### src/hw/rtl/wsdfr_pkg.sv
// Package for the WebSocket frame deframer with payload unmasking.
// Holds widths, header constants, the parse phase type and the result item struct.
// No dependencies.
package wsdfr_pkg;

  localparam int unsigned ByteW   = 8;
  localparam int unsigned OpW     = 4;
  localparam int unsigned LenW    = 64;
  localparam int unsigned KeyW    = 32;
  localparam int unsigned HdrCntW = 4;

  // Length codes in the second header byte
  localparam logic [6:0] LenMaxShort = 7'd125;
  localparam logic [6:0] LenCode16   = 7'd126;

  // Header bytes still due in each header phase
  localparam logic [HdrCntW-1:0] HdrCnt16  = 4'd2;
  localparam logic [HdrCntW-1:0] HdrCnt64  = 4'd8;
  localparam logic [HdrCntW-1:0] HdrCntKey = 4'd4;

  typedef enum logic [2:0] {
    PH_BYTE0,
    PH_BYTE1,
    PH_EXTLEN,
    PH_MASK,
    PH_PAYLOAD
  } phase_e;

  // One result item
  typedef struct packed {
    logic [ByteW-1:0] payload_byte;
    logic [OpW-1:0]   opcode;
    logic             fin;
    logic             masked;
    logic [LenW-1:0]  length;
    logic             empty;
    logic             last;
  } result_t;

endpackage

### src/hw/rtl/wsdfr_in_stage.sv
// Input register of the deframer: holds one stream byte until the parser takes it.
// Depends on wsdfr_pkg.
module wsdfr_in_stage (
  input  logic                    clk_i,
  input  logic                    rst_ni,
  input  logic                    in_valid_i,
  output logic                    in_ready_o,
  input  logic [wsdfr_pkg::ByteW-1:0] stream_byte_i,
  input  logic                    take_i,
  output logic                    held_valid_o,
  output logic [wsdfr_pkg::ByteW-1:0] held_byte_o
);
  import wsdfr_pkg::*;

  logic             valid_q, valid_d;
  logic [ByteW-1:0] byte_q;

  // Accept while empty or while the held item leaves this cycle
  assign in_ready_o = !valid_q || take_i;

  always_comb begin
    valid_d = valid_q;
    if (in_ready_o) begin
      valid_d = in_valid_i;
    end
  end

  always_ff @(posedge clk_i or negedge rst_ni) begin
    if (!rst_ni) begin
      valid_q <= 1'b0;
    end else begin
      valid_q <= valid_d;
    end
  end

  // Load the payload on accept
  always_ff @(posedge clk_i) begin
    if (in_valid_i && in_ready_o) begin
      byte_q <= stream_byte_i;
    end
  end

  assign held_valid_o = valid_q;
  assign held_byte_o  = byte_q;

endmodule

### src/hw/rtl/wsdfr_parser.sv
// Frame parser: header state machine, length and key capture, payload unmasking.
// Depends on wsdfr_pkg.
module wsdfr_parser (
  input  logic                        clk_i,
  input  logic                        rst_ni,
  input  logic                        fire_i,
  input  logic [wsdfr_pkg::ByteW-1:0] byte_i,
  output logic                        emit_o,
  output wsdfr_pkg::result_t          result_o
);
  import wsdfr_pkg::*;

  phase_e             phase_q, phase_d;
  logic [HdrCntW-1:0] cnt_q, cnt_d;
  logic               fin_q, fin_d;
  logic [OpW-1:0]     opcode_q, opcode_d;
  logic               mask_q, mask_d;
  logic [KeyW-1:0]    key_q, key_d;
  logic [LenW-1:0]    length_q, length_d;
  logic [LenW-1:0]    remain_q, remain_d;
  logic [1:0]         kidx_q, kidx_d;
  logic [6:0]         code;
  logic [ByteW-1:0]   key_byte;

  assign code = byte_i[6:0];

  // Next state
  always_comb begin
    phase_d  = phase_q;
    cnt_d    = cnt_q;
    fin_d    = fin_q;
    opcode_d = opcode_q;
    mask_d   = mask_q;
    key_d    = key_q;
    length_d = length_q;
    remain_d = remain_q;
    kidx_d   = kidx_q;
    unique case (phase_q)
      PH_BYTE1: begin
        mask_d = byte_i[7];
        if (code <= LenMaxShort) begin
          length_d = {{(LenW-7){1'b0}}, code};
          if (byte_i[7]) begin
            key_d   = '0;
            cnt_d   = HdrCntKey;
            phase_d = PH_MASK;
          end else if (code == 7'd0) begin
            phase_d = PH_BYTE0;
          end else begin
            phase_d = PH_PAYLOAD;
          end
        end else begin
          length_d = '0;
          cnt_d    = (code == LenCode16) ? HdrCnt16 : HdrCnt64;
          phase_d  = PH_EXTLEN;
        end
      end
      PH_EXTLEN: begin
        length_d = {length_q[LenW-ByteW-1:0], byte_i};
        cnt_d    = cnt_q - 4'd1;
        if (cnt_q == 4'd1) begin
          if (mask_q) begin
            key_d   = '0;
            cnt_d   = HdrCntKey;
            phase_d = PH_MASK;
          end else if (length_d == '0) begin
            phase_d = PH_BYTE0;
          end else begin
            phase_d = PH_PAYLOAD;
          end
        end
      end
      PH_MASK: begin
        key_d = {key_q[KeyW-ByteW-1:0], byte_i};
        cnt_d = cnt_q - 4'd1;
        if (cnt_q == 4'd1) begin
          phase_d = (length_q == '0) ? PH_BYTE0 : PH_PAYLOAD;
        end
      end
      PH_PAYLOAD: begin
        remain_d = remain_q - 64'd1;
        kidx_d   = kidx_q + 2'd1;
        if (remain_q == 64'd1) begin
          phase_d = PH_BYTE0;
        end
      end
      default: begin
        fin_d    = byte_i[7];
        opcode_d = byte_i[OpW-1:0];
        phase_d  = PH_BYTE1;
      end
    endcase
    // Arm the payload counters on entry to the payload phase
    if (phase_d == PH_PAYLOAD && phase_q != PH_PAYLOAD) begin
      remain_d = length_d;
      kidx_d   = 2'd0;
    end
  end

  // Pick the key byte for this payload byte, first received first
  always_comb begin
    unique case (kidx_q)
      2'd0:    key_byte = key_q[31:24];
      2'd1:    key_byte = key_q[23:16];
      2'd2:    key_byte = key_q[15:8];
      default: key_byte = key_q[7:0];
    endcase
  end

  // Outputs: results carry the state as it stands after this byte
  always_comb begin
    emit_o                = 1'b0;
    result_o.payload_byte = '0;
    result_o.opcode       = opcode_q;
    result_o.fin          = fin_q;
    result_o.masked       = mask_d;
    result_o.length       = length_d;
    result_o.empty        = 1'b0;
    result_o.last         = 1'b0;
    unique case (phase_q)
      PH_BYTE1: begin
        emit_o = (code == 7'd0) && !byte_i[7];
      end
      PH_EXTLEN: begin
        emit_o = (cnt_q == 4'd1) && !mask_q && (length_d == '0);
      end
      PH_MASK: begin
        emit_o = (cnt_q == 4'd1) && (length_q == '0);
      end
      PH_PAYLOAD: begin
        emit_o                = 1'b1;
        result_o.payload_byte = byte_i ^ (mask_q ? key_byte : 8'h00);
        result_o.last         = (remain_q == 64'd1);
      end
      default: begin
        emit_o = 1'b0;
      end
    endcase
    // A header that completes a zero-length frame gives the empty result
    if (emit_o && phase_q != PH_PAYLOAD) begin
      result_o.empty = 1'b1;
      result_o.last  = 1'b1;
    end
  end

  always_ff @(posedge clk_i or negedge rst_ni) begin
    if (!rst_ni) begin
      phase_q  <= PH_BYTE0;
      cnt_q    <= '0;
      fin_q    <= 1'b0;
      opcode_q <= '0;
      mask_q   <= 1'b0;
      key_q    <= '0;
      length_q <= '0;
      remain_q <= '0;
      kidx_q   <= '0;
    end else if (fire_i) begin
      phase_q  <= phase_d;
      cnt_q    <= cnt_d;
      fin_q    <= fin_d;
      opcode_q <= opcode_d;
      mask_q   <= mask_d;
      key_q    <= key_d;
      length_q <= length_d;
      remain_q <= remain_d;
      kidx_q   <= kidx_d;
    end
  end

endmodule

### src/hw/rtl/wsdfr_out_stage.sv
// Result register of the deframer: holds one result item until the sink takes it.
// Depends on wsdfr_pkg.
module wsdfr_out_stage (
  input  logic               clk_i,
  input  logic               rst_ni,
  input  logic               load_i,
  input  wsdfr_pkg::result_t result_i,
  output logic               free_o,
  output logic               out_valid_o,
  input  logic               out_ready_i,
  output wsdfr_pkg::result_t result_o
);
  import wsdfr_pkg::*;

  logic    valid_q, valid_d;
  result_t res_q;

  // Slot is free when empty or drained this cycle
  assign free_o = !valid_q || out_ready_i;

  always_comb begin
    valid_d = valid_q;
    if (free_o) begin
      valid_d = load_i;
    end
  end

  always_ff @(posedge clk_i or negedge rst_ni) begin
    if (!rst_ni) begin
      valid_q <= 1'b0;
    end else begin
      valid_q <= valid_d;
    end
  end

  always_ff @(posedge clk_i) begin
    if (load_i && free_o) begin
      res_q <= result_i;
    end
  end

  assign out_valid_o = valid_q;
  assign result_o    = res_q;

endmodule

### src/hw/rtl/websocket_frame_deframer_unmask_unit.sv
// Top level of the WebSocket frame deframer with payload unmasking.
// Depends on wsdfr_pkg, wsdfr_in_stage, wsdfr_parser and wsdfr_out_stage.

// The block takes one stream byte per cycle and splits the stream into frames.
// Header bytes (two fixed bytes, an optional 2- or 8-byte big-endian length and
// an optional 4-byte mask key) give no result; each payload byte gives one
// result, in a masked frame XORed with the key byte of its position modulo 4,
// with frame_end on the last one. A frame of length zero gives a single result
// with empty_frame set on its last header byte. A byte goes from the input
// register through the parser into the result register: its result is loaded
// when the byte leaves the input register and is shown on the outputs from then
// on. One byte is taken every cycle while the result register drains; the only
// stall is a full result register that the sink does not take while the held
// byte would produce a result.
module websocket_frame_deframer_unmask_unit (
  input  logic                         clk_i,
  input  logic                         rst_ni,
  input  logic                         in_valid_i,
  output logic                         in_ready_o,
  input  logic [wsdfr_pkg::ByteW-1:0]  stream_byte_i,
  output logic                         out_valid_o,
  input  logic                         out_ready_i,
  output logic [wsdfr_pkg::ByteW-1:0]  payload_byte_o,
  output logic [wsdfr_pkg::OpW-1:0]    frame_opcode_o,
  output logic                         final_fragment_o,
  output logic                         was_masked_o,
  output logic [wsdfr_pkg::LenW-1:0]   frame_length_o,
  output logic                         empty_frame_o,
  output logic                         frame_end_o
);
  import wsdfr_pkg::*;

  logic             held_valid;
  logic [ByteW-1:0] held_byte;
  logic             emit;
  logic             out_free;
  logic             fire;
  result_t          result;
  result_t          out_res;

  // Advance the held byte unless its result has nowhere to go
  assign fire = held_valid && (!emit || out_free);

  wsdfr_in_stage u_in (
    .clk_i        (clk_i),
    .rst_ni       (rst_ni),
    .in_valid_i   (in_valid_i),
    .in_ready_o   (in_ready_o),
    .stream_byte_i(stream_byte_i),
    .take_i       (fire),
    .held_valid_o (held_valid),
    .held_byte_o  (held_byte)
  );

  wsdfr_parser u_parser (
    .clk_i   (clk_i),
    .rst_ni  (rst_ni),
    .fire_i  (fire),
    .byte_i  (held_byte),
    .emit_o  (emit),
    .result_o(result)
  );

  wsdfr_out_stage u_out (
    .clk_i      (clk_i),
    .rst_ni     (rst_ni),
    .load_i     (fire && emit),
    .result_i   (result),
    .free_o     (out_free),
    .out_valid_o(out_valid_o),
    .out_ready_i(out_ready_i),
    .result_o   (out_res)
  );

  assign payload_byte_o   = out_res.payload_byte;
  assign frame_opcode_o   = out_res.opcode;
  assign final_fragment_o = out_res.fin;
  assign was_masked_o     = out_res.masked;
  assign frame_length_o   = out_res.length;
  assign empty_frame_o    = out_res.empty;
  assign frame_end_o      = out_res.last;

  // An empty-frame result ends its frame, carries no byte and a zero length
  a_empty_shape: assert property (@(posedge clk_i) disable iff (!rst_ni)
    out_valid_o && empty_frame_o |->
      frame_end_o && (payload_byte_o == 8'h00) && (frame_length_o == 64'd0))
    else $error("empty-frame result malformed");

  // A payload result belongs to a frame of nonzero length
  a_payload_len: assert property (@(posedge clk_i) disable iff (!rst_ni)
    out_valid_o && !empty_frame_o |-> frame_length_o != 64'd0)
    else $error("payload result with zero frame length");

  // Input stalls only behind a blocked result
  a_stall_cause: assert property (@(posedge clk_i) disable iff (!rst_ni)
    !in_ready_o |-> held_valid && emit && out_valid_o && !out_ready_i)
    else $error("input stalled without a blocked result");

  // A result loaded into a free slot is shown in the next cycle
  a_load_shows: assert property (@(posedge clk_i) disable iff (!rst_ni)
    fire && emit |=> out_valid_o)
    else $error("result lost on load");

endmodule

### config.mk
export PLATFORM = sky130hd
export DESIGN_NAME = websocket_frame_deframer_unmask_unit
export DESIGN_NICKNAME = d
export VERILOG_FILES = /design/src/hw/rtl/wsdfr_pkg.sv /design/src/hw/rtl/wsdfr_in_stage.sv /design/src/hw/rtl/wsdfr_parser.sv /design/src/hw/rtl/wsdfr_out_stage.sv /design/src/hw/rtl/websocket_frame_deframer_unmask_unit.sv
export SDC_FILE = /design/constraint.sdc
export NUM_CORES = 1
export LEC_CHECK = 0
export ABC_AREA = 1
export BUFFER_PORTS_ARGS = -buffer_cell sky130_fd_sc_hd__buf_2
export CAP_MARGIN = 0
export CELL_PAD_IN_SITES_DETAIL_PLACEMENT = 1
export CELL_PAD_IN_SITES_GLOBAL_PLACEMENT = 2
export CORE_UTILIZATION = 39
export CTS_CLUSTER_DIAMETER = 50
export DETAILED_ROUTE_END_ITERATION = 12
export PLACE_DENSITY_LB_ADDON = 0.1
export SLEW_MARGIN = 15
export SYNTH_ARGS = -nofsm -noshare
export SYNTH_HDL_FRONTEND = slang
export SYNTH_SLANG_ARGS = --single-unit
### constraint.sdc
create_clock -name clk_i -period 12.51 [get_ports clk_i]
set_clock_uncertainty 0.05 [all_clocks]
set_input_delay 1.251 -clock clk_i [delete_from_list [all_inputs] [get_ports clk_i]]
set_output_delay 1.251 -clock clk_i [all_outputs]
set_load 0.01 [all_outputs]
### Word-level counts from Yosys, hierarchy flattened

Cells that the tools add are included.

| cells by class | value |
|---|---|
| add/subtract/negate cells | 3 |
| magnitude comparators | 1 |
| eq/ne operators | 16 |
| mux-type cells | 33 |
| bitwise operators | 2 |
| reductions and logical operators | 30 |

Operators by type and width:

| cell | count |
|---|---|
| 64-bit logical NOT | 3 |
| 32-bit 2-to-1 mux | 4 |
| 64-bit 2-to-1 mux | 2 |
| 64-bit one-hot mux with 2 select lines | 1 |
| 32-bit one-hot mux with 3 select lines | 1 |
| 64-bit by 1-bit equality test with 1-bit output (second input constant) | 1 |
| 64-bit by 1-bit subtractor with 64-bit output (second input constant) | 1 |
| 3-bit 2-to-1 mux | 9 |
| 8-bit one-hot mux with 3 select lines | 1 |
| 4-bit 2-to-1 mux | 5 |
| 3-bit one-hot mux with 4 select lines | 1 |
| 4-bit one-hot mux with 3 select lines | 1 |
| 1-bit logical AND | 10 |
| 8-bit 2-to-1 mux | 1 |
| 8-bit bitwise XOR | 1 |
| 7-bit equality test (second input constant) | 1 |
| 7-bit <= comparator (second input constant) | 1 |
| 7-bit logical NOT | 1 |
| 7-bit 2-to-1 mux | 1 |
| 3-bit by 2-bit equality test with 1-bit output (second input constant) | 2 |
| 3-bit equality test (second input constant) | 2 |
| 2-bit 2-to-1 mux | 3 |
| 2-bit by 1-bit inequality test with 1-bit output (second input constant) | 3 |
| 3-bit inequality test (second input constant) | 2 |
| other kinds (19) | 27 |

| storage, ports and cells | value |
|---|---|
| flip-flop bits (word level) | 265 |
| word-level logic and storage cells | 104 |

### Logic depth before layout (Yosys ltp)

| depth | value |
|---|---|
| depth in word-level cells | 11 |
| mapped depth | 20 |

### By module

A second synthesis with hierarchy kept.

| second synthesis, totals | value |
|---|---|
| cell total of the unflattened synthesis | 1866 |
| area, all modules | 14351.3 µm² |

Modules (own cells, without submodules):

| module | instances | cells an instance | area an instance (µm²) | sequential area each (µm²) |
|---|---|---|---|---|
| wsdfr_parser | 1 | 1761 | 11593.6 | 4379.2 |
| wsdfr_out_stage | 1 | 86 | 2447.3 | 2427.3 |
| wsdfr_in_stage | 1 | 14 | 285.3 | 265.3 |
| websocket_frame_deframer_unmask_unit | 1 | 5 | 25.0 | 0.0 |

### Worst setup path before layout

Ideal clock, no wire load.

| timing | value |
|---|---|
| kind | reg2reg |
| from | reg u_parser.phase_q[2] |
| to | reg u_out.res_q, in the netlist u_out.result_o[0] (enable) |
| data arrival time | 3.525 ns |
| setup slack | 8.501 ns |
| stages on the path, launching flop included | 16 |
| buffers on the path | 4 |
| clock period less this slack | 4.009 ns |
| path through | dfrtp_1 > inv_2 > nand3_2 > buf_2 > buf_6 > o22ai_1 > nor2_1 > nand3_1 > nor2_1 > nand3_1 > nand2_2 > a21oi_2 > buf_4 > buf_4 > nand2_1 > inv_1 |

RTL lines:

| what | RTL line | source |
|---|---|---|
| start, declared | wsdfr_parser.sv:13 | `phase_e phase_q, phase_d;` |
| start signal, assigned | wsdfr_parser.sv:158 | `phase_q <= phase_d;` |
| end signal, assigned | wsdfr_out_stage.sv:38 | `res_q <= result_i;` |
| end, declared | wsdfr_out_stage.sv:16 | `result_t res_q;` |

==> qor.yml <==
global_routing:
  overflow: 0
  grt_use_total: 0.286
  grt_use_met1: 0.412
  antenna_found_initial: 1
  grtUsageMet3: 0.0494
  grt_max_degree: 79
  top_usage_layer: "met2"
  grt_util_met2: 0.437
  grt_pass1_vias: 13700
  grt_first_pass_wirelength_um: 83800
synthesis:
  synth.top_cells.by_area: "dfrtp_1 30%, nand2_1 20%, edfxtp_1 18%"
  async_flop_share: 0.668
  yosys.cell_types.count: 37
  syn_avg_cell_area_um2: 7.43
  mappedNetlistArea_um2: 14500
  synth_flop_cell: "dfrtp_1"
  ys_top_cells_by_count: "756 x nand2_1, 230 x nand3_1, 229 x nor2_1, 177 x dfrtp_1, 119 x inv_1"
  syn_nets: 1975
  synth_top_area_frac: 0.305
  yosysSeqAreaShare: 0.487
  synth_cells: 1955
  ys_seq_elements: 265
  yosysTopAreaCell: "dfrtp_1"
  ys_warn_count: 0
  synth.most_common_cell: "nand2_1"
  synth_edf_count: 88
timing:
  period_needed_ns: 5.32
  grt_setup_unrepaired: "no"
  setup_violations: 0
  timing.final.crit_share: 0.425
  finalSetupTns_ns: 0
  slew-limit-headroom: 0.248
  slew_viol_final: 0
  hold_viol: 0
  holdWs_ns: 0.392
  tightest_slew_ns: 1.13
  max_freq_mhz: 188
cells_and_area:
  nNetsFinal: 2031
  layout-drive-gt1-share: 0.0941
  final_cells: 2509
  fillers: 4591
  diodes: 0
  ff_latch_area_um2: 7070
  syn2layout_area_growth_pct: 14.1
  multi_input_area_um2: 6520
pwr:
  leakage_uw: 0.00855
  report.power.total_uw: 4250
  powerDensity_nw_per_um2: 256
  vdd_drop_max_mv: 0.217
drt:
  viasPerCell: 5.45
  vias: 13700
  drc: 0
  drt_first_iter_violations: 992
  firstDrtPassIters: 5
  wl_per_cell_um: 21.3
  routed_wl_um: 53500
  ant_nets: 0
clock_network:
  numCtsBuffers: 41
  clock-sinks: 265
  path_clk_slew_ns: 0.06
  cts_max_level: 2
  cts_tree: "built"
  cts_resized: 0
  ctsHoldBuffers: 0
  postCtsSetupRepairBufs: 0
  cts_root_buffer: "clkbuf_16"
  insertion_delay_ns: 0.56
  clock_path_buffers: 3
floorplanning:
  die_area_um2: 38000
  row_count: 70
  io_pins: 94
  die_y_um: 195
  start_util: 0.397
  die_w_um: 195
  coreArea_um2: 36600
placed_design:
  port_buffers: 93
  dp_cells: 2436
  dp_hpwl_um: 36600
  place.gp.congestion: 0.864
critical_path:
  cp_slowest_cell: "buf_4"
  cp.arrival_ns: 4.02
  crit_chain: "inv_2 -> nand3_2 -> buf_4 -> inv_2 -> buf_4 -> nand2_1 -> nand2_1 -> nor2_1 -> nand2_1 -> nor2_1 -> nand2_1 -> nor2_1 -> nand3_1 -> nand2_2 -> nand3_1 -> buf_2"
  crit_top_cell: "nand2_1"
  crit_family: "simple AND/OR/NAND/NOR gates"
  worst_setup_path_end_kind: "output pin"
  cpPeakStageDelay_ns: 0.49
  crit_buf_inv: 5
  cp_max_fo: 51
  worstPathRequired_ns: 11.21
  crit_type: "reg2out"
  startpoint_type: "flip-flop"
min_path:
  holdCritPathClass: "reg2reg"
job:
  maxCapViolCount: 0
outcome:
  status: "finished clean"
-- final cells by class --
class	count	share of cell area
well taps	468	0.0353
repair buffers	112	0.0372
multi-input cells	1464	0.393
clock inverters	25	0.0121
inverters	127	0.0288
clock buffers	48	0.0666
flip-flops and latches	265	0.427
-- kinds of logic after synthesis --
logic type / after synthesis / share of synthesized area
compound gates: 92 / 0.0349
xor+xnor: 53 / 0.0320
fa+ha+maj: 8 / 0.00689
buf+inv: 226 / 0.0655
flops: 265 / 0.487
simple gates: 1311 / 0.374
-- final timing paths --
kind | start | to | slack, ns | depth (start not counted)
max | u_parser.phase_q[0]$_DFFE_PN0P_ | in_ready_o | 7.19 | 16
min | u_parser.opcode_q[1]$_DFFE_PN0P_ | u_out.result_o[69]$_DFFE_PP_ | 0.39 | 0
max reg2reg | u_parser.phase_q[0]$_DFFE_PN0P_ | u_parser.opcode_q[3]$_DFFE_PN0P_ | 7.32 | 18
min reg2reg | u_parser.opcode_q[1]$_DFFE_PN0P_ | u_out.result_o[69]$_DFFE_PP_ | 0.39 | 0
max in group asynchronous | rst_ni | u_parser.kidx_q[0]$_DFFE_PN0P_ | 10.47 | 2
min in group asynchronous | rst_ni | u_parser.length_q[43]$_DFFE_PN0P_ | 0.60 | 1
-- power by group --
| part | switching (µW) | leakage [µW] | internal [µW] |
|---|---|---|---|
| sequential | 184 | 0.00325 | 1080 |
| combinational | 1380 | 0.00467 | 490 |
| clock | 440 | 0.000630 | 674 |
-- worst reg2reg max path, cell delays in order (launching register included) --
cell and delay [ns]:
dfrtp_1 0.41, inv_2 0.08, nand3_2 0.06, buf_4 0.49, nand2_1 0.57, o21ai_1 0.70, nor2_1 0.17, nand2_1 0.10
nor2_1 0.04, nand2_1 0.06, nor2_1 0.05, nand3_1 0.08, nand2_2 0.13, a21oi_4 0.18, buf_4 0.51, buf_4 0.77
nand2_1 0.40, nand2_1 0.14, nand2_1 0.06
-- placed cells by master, fill, tap and decap left out, drive strengths merged, types with 25 or more instances in the layout --
| master | Yosys | final |
|---|---|---|
| dfrtp | 177 | 177 |
| nor3 | 25 | 25 |
| clkbuf | 49 | 49 |
| o21ai | 52 | 52 |
| xor2 | 30 | 30 |
| nand3 | 232 | 232 |
| nor2 | 229 | 229 |
| buf | 50 | 111 |
| nand2 | 757 | 757 |
| nand4 | 52 | 52 |
| edfxtp | 88 | 88 |
| inv | 126 | 128 |
-- metal layers --
metal  vias to the layer above  routed length (µm)
li1                       6427                   -
met1                      6812               25100
met2                       364               24200
met3                        83                2740
met4                         0                1490
met5                         -                   0
-- flip-flops by register name, indices dropped and copies added (netlist names) --
register	count
u_parser.mask_q	1
u_parser.remain_q	64
u_out.result_o	80
u_out.out_valid_o	1
u_parser.key_q	32
u_parser.fin_q	1
u_in.held_valid_o	1
u_parser.length_q	64
u_parser.phase_q	3
u_parser.kidx_q	2
u_in.held_byte_o	8
u_parser.opcode_q	4
u_parser.cnt_q	4
-- metrics by stage --
step	area, µm²	worst slack, ns	util
after floorplan	14500	8.50	-
after global placement	15300	7.69	0.417
after detailed placement	15300	7.58	0.417
after CTS	16600	7.27	0.453
after global routing	16600	6.94	0.453
final	16600	7.19	0.453
Power figures use the tool's default switching activity.
